<file path="config.mk">
export PLATFORM = sky130hd
export DESIGN_NAME = pis_alu
export DESIGN_NICKNAME = d
export VERILOG_FILES = /design/src/rtl/pis_pkg.sv /design/src/rtl/pis_alu.sv
export SDC_FILE = /design/constraint.sdc
export NUM_CORES = 1
export LEC_CHECK = 0
export BUFFER_PORTS_ARGS = -buffer_cell sky130_fd_sc_hd__buf_4
export CAP_MARGIN = 40
export CORE_MARGIN = 2
export CORE_UTILIZATION = 25
export DETAILED_ROUTE_END_ITERATION = 10
export SYNTH_ARGS = -nofsm -noshare
export SYNTH_HDL_FRONTEND = slang
export SYNTH_SLANG_ARGS = --single-unit
</file>
<file path="constraint.sdc">
create_clock -name clk -period 20.4 [get_ports clk]
set_clock_uncertainty 0.05 [all_clocks]
set_input_delay 2.04 -clock clk [delete_from_list [all_inputs] [get_ports clk]]
set_output_delay 2.04 -clock clk [all_outputs]
set_load 0.03 [all_outputs]
</file>
<file path="src/rtl/pis_pkg.sv">
package pis_pkg;

  // Operand widths of the shared arithmetic unit.
  localparam int MUL_W  = 64;   // multiplier and multiplicand
  localparam int DEN_W  = 96;   // divisor, widest is n*(n-1)
  localparam int RAD_W  = 112;  // square root radicand
  localparam int ROOT_W = 56;   // square root result

  typedef enum logic [1:0] {
    ALU_MUL,
    ALU_DIV,
    ALU_SQRT
  } alu_op_t;

  typedef struct packed {
    alu_op_t op;
    logic    start;
  } alu_ctl_t;

  typedef enum logic [3:0] {
    ST_IDLE,
    ST_GAP,
    ST_SQ,
    ST_ACC,
    ST_CHECK,
    ST_MEAN,
    ST_SUMSQ,
    ST_NSQ,
    ST_NN,
    ST_VAR,
    ST_ROOT,
    ST_CV,
    ST_EMIT
  } pis_state_t;

endpackage

</file>
<file path="src/rtl/pis_alu.sv">
module pis_alu #(
  parameter int RES_W = 128
) (
  input  logic                      clk,
  input  logic                      rst,
  input  pis_pkg::alu_ctl_t         ctl,
  input  logic [RES_W-1:0]          opa,
  input  logic [pis_pkg::DEN_W-1:0] opb,
  output logic                      done,
  output logic [RES_W-1:0]          res
);

  localparam int CNT_W = $clog2(RES_W);
  localparam int DW    = pis_pkg::DEN_W;
  localparam int MW    = pis_pkg::MUL_W;
  localparam int RW    = pis_pkg::ROOT_W;
  localparam int AW    = pis_pkg::RAD_W;

  pis_pkg::alu_op_t op_r;
  logic             busy;
  logic [CNT_W-1:0] cnt;
  logic [CNT_W-1:0] cnt_last;
  logic [RES_W-1:0] work;
  logic [DW:0]      rem;
  logic [DW-1:0]    opb_r;

  logic [DW:0]      div_sh;
  logic             div_ge;
  logic [DW:0]      div_rem;
  logic [MW:0]      mul_sum;
  logic [RW+1:0]    sq_sh;
  logic [RW+1:0]    sq_trial;
  logic             sq_ge;
  logic [RW+1:0]    sq_rem;

  // One step of each operation: restoring division, shift-add multiply and
  // digit-by-digit square root. Only the step of the active operation is used.
  always_comb begin
    div_sh   = {rem[DW-1:0], work[RES_W-1]};
    div_ge   = div_sh >= {1'b0, opb_r};
    div_rem  = div_ge ? div_sh - {1'b0, opb_r} : div_sh;
    mul_sum  = {1'b0, rem[MW-1:0]} + (work[0] ? {1'b0, opb_r[MW-1:0]} : {(MW+1){1'b0}});
    sq_sh    = {rem[RW-1:0], work[AW-1:AW-2]};
    sq_trial = {opb_r[RW-1:0], 2'b01};
    sq_ge    = sq_sh >= sq_trial;
    sq_rem   = sq_ge ? sq_sh - sq_trial : sq_sh;
  end

  always_comb begin
    unique case (op_r)
      pis_pkg::ALU_MUL:  cnt_last = CNT_W'(MW - 1);
      pis_pkg::ALU_DIV:  cnt_last = CNT_W'(RES_W - 1);
      pis_pkg::ALU_SQRT: cnt_last = CNT_W'(RW - 1);
      default:           cnt_last = '0;
    endcase
  end

  always_comb begin
    unique case (op_r)
      pis_pkg::ALU_MUL:  res = RES_W'({rem[MW-1:0], work[MW-1:0]});
      pis_pkg::ALU_DIV:  res = work;
      pis_pkg::ALU_SQRT: res = RES_W'(opb_r[RW-1:0]);
      default:           res = '0;
    endcase
  end

  always_ff @(posedge clk) begin
    if (rst) begin
      busy <= 1'b0;
      done <= 1'b0;
      cnt  <= '0;
    end else begin
      done <= busy && !ctl.start && (cnt == cnt_last);
      if (ctl.start) begin
        busy <= 1'b1;
        cnt  <= '0;
      end else if (busy) begin
        cnt <= cnt + 1'b1;
        if (cnt == cnt_last) begin
          busy <= 1'b0;
        end
      end
    end
  end

  always_ff @(posedge clk) begin
    if (ctl.start) begin
      op_r  <= ctl.op;
      work  <= opa;
      rem   <= '0;
      opb_r <= opb;
    end else if (busy) begin
      case (op_r)
        pis_pkg::ALU_MUL: begin
          rem            <= (DW+1)'(mul_sum[MW:1]);
          work[MW-1:0]   <= {mul_sum[0], work[MW-1:1]};
        end
        pis_pkg::ALU_DIV: begin
          rem  <= div_rem;
          work <= {work[RES_W-2:0], div_ge};
        end
        pis_pkg::ALU_SQRT: begin
          rem   <= (DW+1)'(sq_rem);
          work  <= work << 2;
          opb_r <= DW'({opb_r[RW-2:0], sq_ge});
        end
        default: begin
          rem <= rem;
        end
      endcase
    end
  end

endmodule

</file>
==> results of run 1 <==
==> path summary, 6_finish.rpt <==
check	start	end	slack, ns	depth (start not counted)
min	rem[65]	rem[65]	0.44	2
min reg2reg	rem[65]	rem[65]	0.44	2
max reg2reg	rem[2]	rem[19]	15.19	13
max	op_r[0]	res[28]	14.75	8
==> stage by stage <==
step                      instances  power, mW  setup WS, ns  utilization [%]
after floorplan                4005       1.53         12.17                -
after global routing           5867       2.90         14.62             29.9
after detailed placement       5777       1.90         15.24             28.6
after CTS                      5865       2.78         14.67             29.9
final                          5868       2.77         14.75             29.9
after global placement         5763       1.90         14.80             28.4
==> registers in the layout (all words and copies together) (netlist names) <==
register and cells:
busy 1, cnt 7, done 1, op_r 2, opb_r 96, rem 96, work 128
==> layout make-up <==
class	instances	area, um^2
clock buffers	62	1270
diodes	3	7.51
fillers	13462	88200
well taps	1650	2060
clock inverters	26	310
flip-flops and latches	331	8890
multi-input cells	3243	21200
repair buffers	405	3220
inverters	148	556
==> cell usage in the layout, fill, tap and decap left out, types with 19 or more instances in the layout <==
cell,Yosys,final
sky130_fd_sc_hd__a21o_1,112,112
sky130_fd_sc_hd__a31oi_1,31,31
sky130_fd_sc_hd__nor2_1,315,310
sky130_fd_sc_hd__a22o_1,61,61
sky130_fd_sc_hd__xnor2_1,109,109
sky130_fd_sc_hd__edfxtp_1,226,226
sky130_fd_sc_hd__o21bai_1,42,42
sky130_fd_sc_hd__nand2b_1,26,25
sky130_fd_sc_hd__nand4_1,75,75
sky130_fd_sc_hd__buf_4,9,390
sky130_fd_sc_hd__and2_1,125,125
sky130_fd_sc_hd__mux2i_1,89,89
sky130_fd_sc_hd__nor3_1,48,47
sky130_fd_sc_hd__mux2_2,19,19
sky130_fd_sc_hd__nand2_1,490,489
sky130_fd_sc_hd__o31ai_1,82,82
sky130_fd_sc_hd__o22ai_1,30,30
sky130_fd_sc_hd__ha_1,223,219
sky130_fd_sc_hd__xor2_1,93,93
sky130_fd_sc_hd__o21ai_1,28,28
sky130_fd_sc_hd__a21oi_1,337,337
sky130_fd_sc_hd__nand3_1,60,60
sky130_fd_sc_hd__clkbuf_16,0,47
sky130_fd_sc_hd__inv_1,148,147
sky130_fd_sc_hd__o21ai_0,349,347
sky130_fd_sc_hd__o21a_1,38,38
sky130_fd_sc_hd__a22oi_1,80,80
sky130_fd_sc_hd__a211oi_1,28,28
sky130_fd_sc_hd__a221oi_1,97,97
sky130_fd_sc_hd__dfxtp_1,105,105
sky130_fd_sc_hd__and3_1,19,19
==> routing by layer <==
layer  track usage, %  up-vias
li1                 -    15254
met1             29.6    15966
met2             31.4     1513
met3             3.00      239
met4             7.96        6
met5                0        -
==> worst max-delay path, stage by stage, from the launching register on <==
cell and delay (ns):
sky130_fd_sc_hd__edfxtp_1 0.45, sky130_fd_sc_hd__inv_1 0.20, sky130_fd_sc_hd__ha_4 0.56, sky130_fd_sc_hd__inv_1 0.39
sky130_fd_sc_hd__nor2_4 0.17, sky130_fd_sc_hd__buf_4 0.37, sky130_fd_sc_hd__buf_12 0.28, sky130_fd_sc_hd__a22o_1 0.26
sky130_fd_sc_hd__buf_4 0.19
==> Yosys cell counts (11+ instances only) <==
| cell type | n | area [um^2] |
|---|---|---|
| sky130_fd_sc_hd__a221oi_1 | 97 | 850 |
| sky130_fd_sc_hd__and2_1 | 125 | 782 |
| sky130_fd_sc_hd__nand3_1 | 60 | 300 |
| sky130_fd_sc_hd__nor2b_1 | 15 | 93.8 |
| sky130_fd_sc_hd__a31oi_1 | 31 | 194 |
| sky130_fd_sc_hd__ha_1 | 223 | 2790 |
| sky130_fd_sc_hd__a21oi_1 | 337 | 1690 |
| sky130_fd_sc_hd__nor4_1 | 16 | 100 |
| sky130_fd_sc_hd__o21ai_1 | 28 | 140 |
| sky130_fd_sc_hd__nor3_1 | 48 | 240 |
| sky130_fd_sc_hd__o21bai_1 | 42 | 315 |
| sky130_fd_sc_hd__a211oi_1 | 28 | 210 |
| sky130_fd_sc_hd__edfxtp_1 | 226 | 6790 |
| sky130_fd_sc_hd__o21a_1 | 38 | 285 |
| sky130_fd_sc_hd__buf_2 | 26 | 130 |
| sky130_fd_sc_hd__a22o_1 | 61 | 534 |
| sky130_fd_sc_hd__o221ai_1 | 16 | 140 |
| sky130_fd_sc_hd__a22oi_1 | 80 | 601 |
| sky130_fd_sc_hd__nor2_1 | 315 | 1180 |
| sky130_fd_sc_hd__a21o_1 | 112 | 841 |
| sky130_fd_sc_hd__xor2_1 | 93 | 815 |
| sky130_fd_sc_hd__dfxtp_1 | 105 | 2100 |
| sky130_fd_sc_hd__mux2_2 | 19 | 214 |
| sky130_fd_sc_hd__and3_1 | 19 | 119 |
| sky130_fd_sc_hd__nand2b_1 | 26 | 163 |
| sky130_fd_sc_hd__nand4_1 | 75 | 469 |
| sky130_fd_sc_hd__a21boi_0 | 16 | 120 |
| sky130_fd_sc_hd__o21ai_0 | 349 | 1750 |
| sky130_fd_sc_hd__mux2i_1 | 89 | 891 |
| sky130_fd_sc_hd__o22ai_1 | 30 | 188 |
| sky130_fd_sc_hd__o211ai_1 | 14 | 105 |
| sky130_fd_sc_hd__buf_1 | 27 | 101 |
| sky130_fd_sc_hd__clkbuf_1 | 214 | 803 |
| sky130_fd_sc_hd__nand2_1 | 490 | 1840 |
| sky130_fd_sc_hd__xnor2_1 | 109 | 955 |
| sky130_fd_sc_hd__o31ai_1 | 82 | 616 |
| sky130_fd_sc_hd__inv_1 | 148 | 556 |
| sky130_fd_sc_hd__and4_1 | 11 | 96.3 |
==> power by group through the flow <==
stage	registers (mW)	clock network (mW)	logic (mW)
after floorplan	0.853	0	0.672
after global placement	0.899	0	0.997
after detailed placement	0.899	0	1.00
after CTS	0.886	0.886	1.01
after global routing	0.896	0.906	1.10
final	0.889	0.862	1.02
==> cell families after synthesis <==
logic type / Yosys count
compound gates: 1456
xor+xnor: 202
fa+ha+maj: 225
buf+inv: 431
flops: 331
mux: 111
simple gates: 1249
==> impl_metrics.csv, run 1 <==
group,metric,value,unit
outcome,result_of_the_run,"complete, no violations",
detailed_routing,drc,0,
synth,syn-cell-area,31700,um^2
placed_design,place.detailed.hpwl,109,mm
global_route,vias_in_the_first_global_route,31272,
synth,synth_edf_count,226,
clock_network,postCtsResizedCells,0,
synth,ys_seq_area_share,28.0,%
global_route,grt_pass1_wl,206,mm
synth,post_synthesis_area_per_instance,7.92,um^2
global_route,grt_antenna_before_repair,6,
synth,ys_ff_latch,331,
synth,synth_top_family_by_area,"compound AO/OA/AOI/OAI gates",
sta,report.final.setup_viol,0,
detailed_routing,drtIter0Drc,3399,
detailed_routing,post_drt_wl_per_cell,24.1,um
synth,post_synth_mux_area_share,3.59,%
clock_network,cts_root_buf,"sky130_fd_sc_hd__clkbuf_16",
power_and_ir_drop,power_density,73.8,nW/um^2
critical_path,critPathMaxFanout,32,
power_and_ir_drop,pwr-share-comb,36.8,%
synth,post_synth_net_total,4459,
critical_path,critPathArrivalTime,3.56,ns
placed_design,postPlaceCellArea,36000,um^2
critical_path,worstSetupPathType,"reg -> out",
hold_path,hp-class,"reg -> reg",
clock_network,numCtsBuffers,47,
run,maxCapViolCount,0,
clock_network,clock_tree_from_tritoncts,"done",
placed_design,place.port_buffers,357,
clock_network,clock_sink_count,331,
final_layout,finish.net_count,4630,
synth,async_flop_share,0,%
global_route,gr-usage-all-layers,20.8,%
floorplanning,floorplan.io_pins,358,
critical_path,critPathCaptureType,"primary output",
floorplanning,die-width,360,um
power_and_ir_drop,power_frac_seq,32.1,%
sta,grt_setup_unrepaired,"no",
sta,slew_violations,0,
synth,synth_compound_area_share,30.3,%
final_layout,final_cell_area,37500,um^2
synth,yosysWarningCount,0,
clock_network,path_clk_slew,0.06,ns
clock_network,worstSkewPairLatency,0.66,ns
detailed_routing,top_layer_used,"met5",
floorplanning,die_area,130000,um^2
power_and_ir_drop,max-vdd-ir-drop,60.9,uV
synth,yosys.area_share.simple,18.2,%
global_route,largest_net_degree_at_the_start_of_global_routing,184,
detailed_routing,drt-met1-wl,64.1,mm
clock_network,cts-hold-fix-buffers,0,
floorplanning,die_height,360,um
sta,maxSlewHeadroom,22.5,%
synth,netlist-cell-type-count,99,
detailed_routing,dr.pass1.iters,5,
critical_path,cp_data_required_time,18.31,ns
sta,hold-worst-slack,0.441,ns
detailed_routing,route.antenna.remaining_nets,0,
detailed_routing,route.vias.total,32978,
final_layout,flow.area_growth_from_synthesis,18.3,%
sta,tightest_slew,1.16,ns
synth,ys.flop_type,"sky130_fd_sc_hd__edfxtp_1",
power_and_ir_drop,power_switching_share,40.4,%
global_route,grt_remaining_overflow,0,
floorplanning,coreArea,126000,um^2
synth,synth_xor_area_share,5.57,%
synth,synthAdderAreaFrac,8.92,%
power_and_ir_drop,internal_cell_power,1.65,mW
detailed_routing,length_of_routed_met3_wiring,11.2,mm
sta,finalHoldViolCount,0,
critical_path,critPathLaunchType,"flip-flop",
sta,fin_crit_sh,27.7,%
synth,gate_count_after_technology_mapping,4005,
power_and_ir_drop,share_clk_of_total_power,31.1,%
detailed_routing,wirelength,141,mm
sta,period_needed,5.65,ns
power_and_ir_drop,leakage,15.5,nW
sta,setup_tns,0,ns
clock_network,clockBufferDepth,3,
power_and_ir_drop,power_switching,1.12,mW
final_layout,fraction_of_layout_cells_with_a_size_suffix_above_1,13.2,%
clock_network,post_cts.repair.setup_buffers,0,
sta,max_freq,0.177,GHz
floorplanning,floorplan.initialDensity,25.2,%
clock_network,htree_levels,2,
floorplanning,core.rowCount,130,
detailed_routing,met2WireLength,60.1,mm
placed_design,global_placement_routability_congestion,0.990,
detailed_routing,post_drt_via_cell_ratio,5.62,
No activity file was read; power rests on OpenSTA's default activity.
==> run 2: changes to the inputs <==
--- a/config.mk
+++ b/config.mk
@@ -5,6 +5,7 @@
 export SDC_FILE = /design/constraint.sdc
 export NUM_CORES = 1
 export LEC_CHECK = 0
+export ABC_AREA = 1
 export BUFFER_PORTS_ARGS = -buffer_cell sky130_fd_sc_hd__buf_4
 export CAP_MARGIN = 40
 export CORE_MARGIN = 2
==> constraint.sdc (replaced) <==
create_clock -name clk -period 4.9 [get_ports clk]
set_clock_uncertainty 0.05 [all_clocks]
set_input_delay 0.49 -clock clk [delete_from_list [all_inputs] [get_ports clk]]
set_output_delay 0.49 -clock clk [all_outputs]
set_load 0.03 [all_outputs]
==> impl_metrics.csv, run 2 <==
group,metric,value,unit
critical_path,cpMostUsedCell,"sky130_fd_sc_hd__nand2_1",
critical_path,critPathMaxFanout,47,
synth,synth_commonest_cells,"1,861 x sky130_fd_sc_hd__nand2_1, 908 x sky130_fd_sc_hd__inv_1, 747 x sky130_fd_sc_hd__nor2_1",
critical_path,cp_data_required_time,5.38,ns
floorplanning,die_area,151000,um^2
synth,ys_seq_area_share,24.1,%
sta,period_needed,4.54,ns
synth,post_synthesis_area_per_instance,5.92,um^2
placed_design,place.detailed.hpwl,182,mm
placed_design,place.port_buffers,357,
global_route,gr-usage-all-layers,27.9,%
final_layout,final_util,29.8,%
synth,synth_edf_count,226,
clock_network,cts_root_buf,"sky130_fd_sc_hd__clkbuf_16",
global_route,vias_in_the_first_global_route,42805,
placed_design,dpl.cell_count,8426,
sta,slew_violations,0,
synth,ys_ff_latch,331,
critical_path,family_with_the_most_delay_on_the_worst_path,"simple AND/OR/NAND/NOR gates",
sta,fin_crit_sh,92.7,%
power_and_ir_drop,max-vdd-ir-drop,239,uV
floorplanning,floorplan.io_pins,358,
critical_path,critPathArrivalTime,5.03,ns
synth,yosys.area.top_type_share,18.9,%
final_layout,largest_registers,"work: 128 flops, opb_r: 96 flops, rem: 96 flops",
critical_path,worstSetupPathType,"reg -> reg",
final_layout,finish.cell_count_without_fillers,8519,
power_and_ir_drop,leakage,20.8,nW
global_route,largest_net_degree_at_the_start_of_global_routing,147,
clock_network,postCtsResizedCells,0,
synth,syn-cell-area,36900,um^2
floorplanning,die_height,388,um
detailed_routing,route.antenna.remaining_nets,0,
synth,post_synth_main_area_contributors,"sky130_fd_sc_hd__nand2_1 19%, sky130_fd_sc_hd__edfxtp_1 18%, sky130_fd_sc_hd__a21oi_1 9.7%, sky130_fd_sc_hd__inv_1 9.2%, sky130_fd_sc_hd__nor2_1 7.6%",
sta,grt_setup_unrepaired,"no",
sta,setup_tns,0,ns
detailed_routing,dr.pass1.iters,8,
sta,tightest_slew,1.02,ns
placed_design,place_worst_setup_slack,0.554,ns
outcome,result_of_the_run,"complete, no violations",
sta,maxSlewHeadroom,31.7,%
sta,max_freq,0.220,GHz
detailed_routing,post_drt_via_cell_ratio,5.31,
clock_network,post_cts.repair.setup_buffers,0,
power_and_ir_drop,post-layout-total-power,12.6,mW
global_route,grt_remaining_overflow,0,
synth,gate_count_after_technology_mapping,6238,
synth,synth_largest_area_cell,"sky130_fd_sc_hd__nand2_1",
critical_path,path_cells,"inv_1 -> ha_1 -> nand2_1 -> nor2_1 -> nand2_1 -> nor2_1 -> nand2_1 -> nor2_1 -> nand2_1 -> nand3_2 -> nor2_2 -> buf_4 -> nand3_4 -> buf_4 -> nand2_1 -> o211ai_1 -> nand2_1 -> a21oi_1 -> nor2_1",
final_layout,layout.cells.most_common,"sky130_fd_sc_hd__nand2_1",
critical_path,crit_path_max_incr_delay,0.55,ns
synth,yosysMostFrequentCell,"sky130_fd_sc_hd__nand2_1",
critical_path,sum_of_buffers_and_inverters_on_the_critical_path,3,
clock_network,path_clk_slew,0.06,ns
placed_design,global_placement_routability_congestion,1.08,
synth,netlist-cell-type-count,50,
final_layout,top_register,"work",
floorplanning,coreArea,147000,um^2
final_layout,layout_common_cells,"1,861 x sky130_fd_sc_hd__nand2_1, 904 x sky130_fd_sc_hd__inv_1, 745 x sky130_fd_sc_hd__nor2_1, 713 x sky130_fd_sc_hd__a21oi_1, 454 x sky130_fd_sc_hd__buf_4",
sta,report.final.setup_viol,0,
final_layout,fraction_of_layout_cells_with_a_size_suffix_above_1,9.23,%
clock_network,clockBufferDepth,3,
power_and_ir_drop,power_density,288,nW/um^2
sta,hold-worst-slack,0.0382,ns
detailed_routing,drc,0,
floorplanning,floorplan.initialDensity,25.1,%
synth,async_flop_share,0,%
floorplanning,core.rowCount,141,
synth,post_synth_net_total,6692,
clock_network,clock_tree_from_tritoncts,"done",
floorplanning,die-width,388,um
critical_path,critPathLaunchType,"flip-flop",
critical_path,timing.critical_path.slowest_stage_cell,"sky130_fd_sc_hd__edfxtp_1",
global_route,grt_antenna_before_repair,14,
final_layout,flip_flop_count_of_the_largest_register_all_copies_and_words_added,128,
detailed_routing,wirelength,220,mm
hold_path,hp-class,"in -> reg",
global_route,grt_pass1_wl,307,mm
detailed_routing,post_drt_wl_per_cell,25.8,um
run,maxCapViolCount,0,
clock_network,worstSkewPairLatency,0.67,ns
clock_network,htree_levels,2,
critical_path,critPathCaptureType,"flip-flop",
sta,finalHoldViolCount,0,
clock_network,clock_sink_count,331,
synth,ys.flop_type,"sky130_fd_sc_hd__edfxtp_1",
final_layout,flow.area_growth_from_synthesis,18.6,%
clock_network,numCtsBuffers,47,
final_layout,finish.net_count,7001,
synth,yosysWarningCount,0,
placed_design,postPlaceCellArea,42300,um^2
final_layout,final_cell_area,43800,um^2
clock_network,cts-hold-fix-buffers,2,
detailed_routing,drtIter0Drc,5362,
sta,setup_ws,0.357,ns
detailed_routing,route.vias.total,45204,
[run 2: cell count changes in the layout (fill, tap and decap cells not counted), sizes merged, moves of 89 or more]
| cell | delta |
|---|---|
| and2 | -120 |
| nand2 | +1378 |
| a21oi | +378 |
| mux2i | -89 |
| a21o | -89 |
| inv | +772 |
| nor2 | +443 |
| nand3 | +242 |
| a221oi | -98 |
[run 2: power by group]
part           switching [mW]  total (mW)  internal [mW]
combinational            3.76        5.32           1.56
clock                    1.55        3.54           1.98
sequential              0.438        3.75           3.31
[run 2: kinds of logic after synthesis]
family	Yosys count	synth area share [%]
buf+inv	1138	12.0
fa+ha+maj	225	7.66
simple gates	3096	33.7
flops	331	24.1
xor+xnor	99	2.35
compound gates	1349	20.2
[run 2: path summary, 6_finish.rpt]
| kind | startpoint | endpoint | slack [ns] | depth (start not counted) |
|---|---|---|---|---|
| setup / recovery | opb_r[24] | rem[15] | 0.36 | 19 |
| setup reg to reg | opb_r[24] | rem[15] | 0.36 | 19 |
| hold reg to reg | cnt[6] | cnt[6] | 0.42 | 2 |
| hold / removal | opb[82] | opb_r[82] | 0.04 | 3 |
[run 2: cell type report]
class                      count  area (um^2)
fill                       16851       103000
sequential                   331         8890
multi-input combinational   4769        23700
antenna                        5         12.5
inverter                     924         3480
clock inverter                28          238
timing repair buffer         474         3800
clock buffer                  58         1260
tap                         1930         2410
[run 2: layer usage]
layer | up-vias | wire, um | global-route usage (%)
li1 | 20918 | - | -
met1 | 21390 | 92700 | 37.4
met5 | - | 20 | 0
met3 | 421 | 19600 | 4.61
met2 | 2471 | 93900 | 42.9
met4 | 4 | 13500 | 14.8
[run 2: worst register-to-register path, delay by kind of cell, from the launching register on]
family,cells,cell delay [ns]
compound gates,2,0.25
fa+ha+maj,1,0.46
buf+inv,3,0.92
simple gates,13,2.19
flops,1,0.55
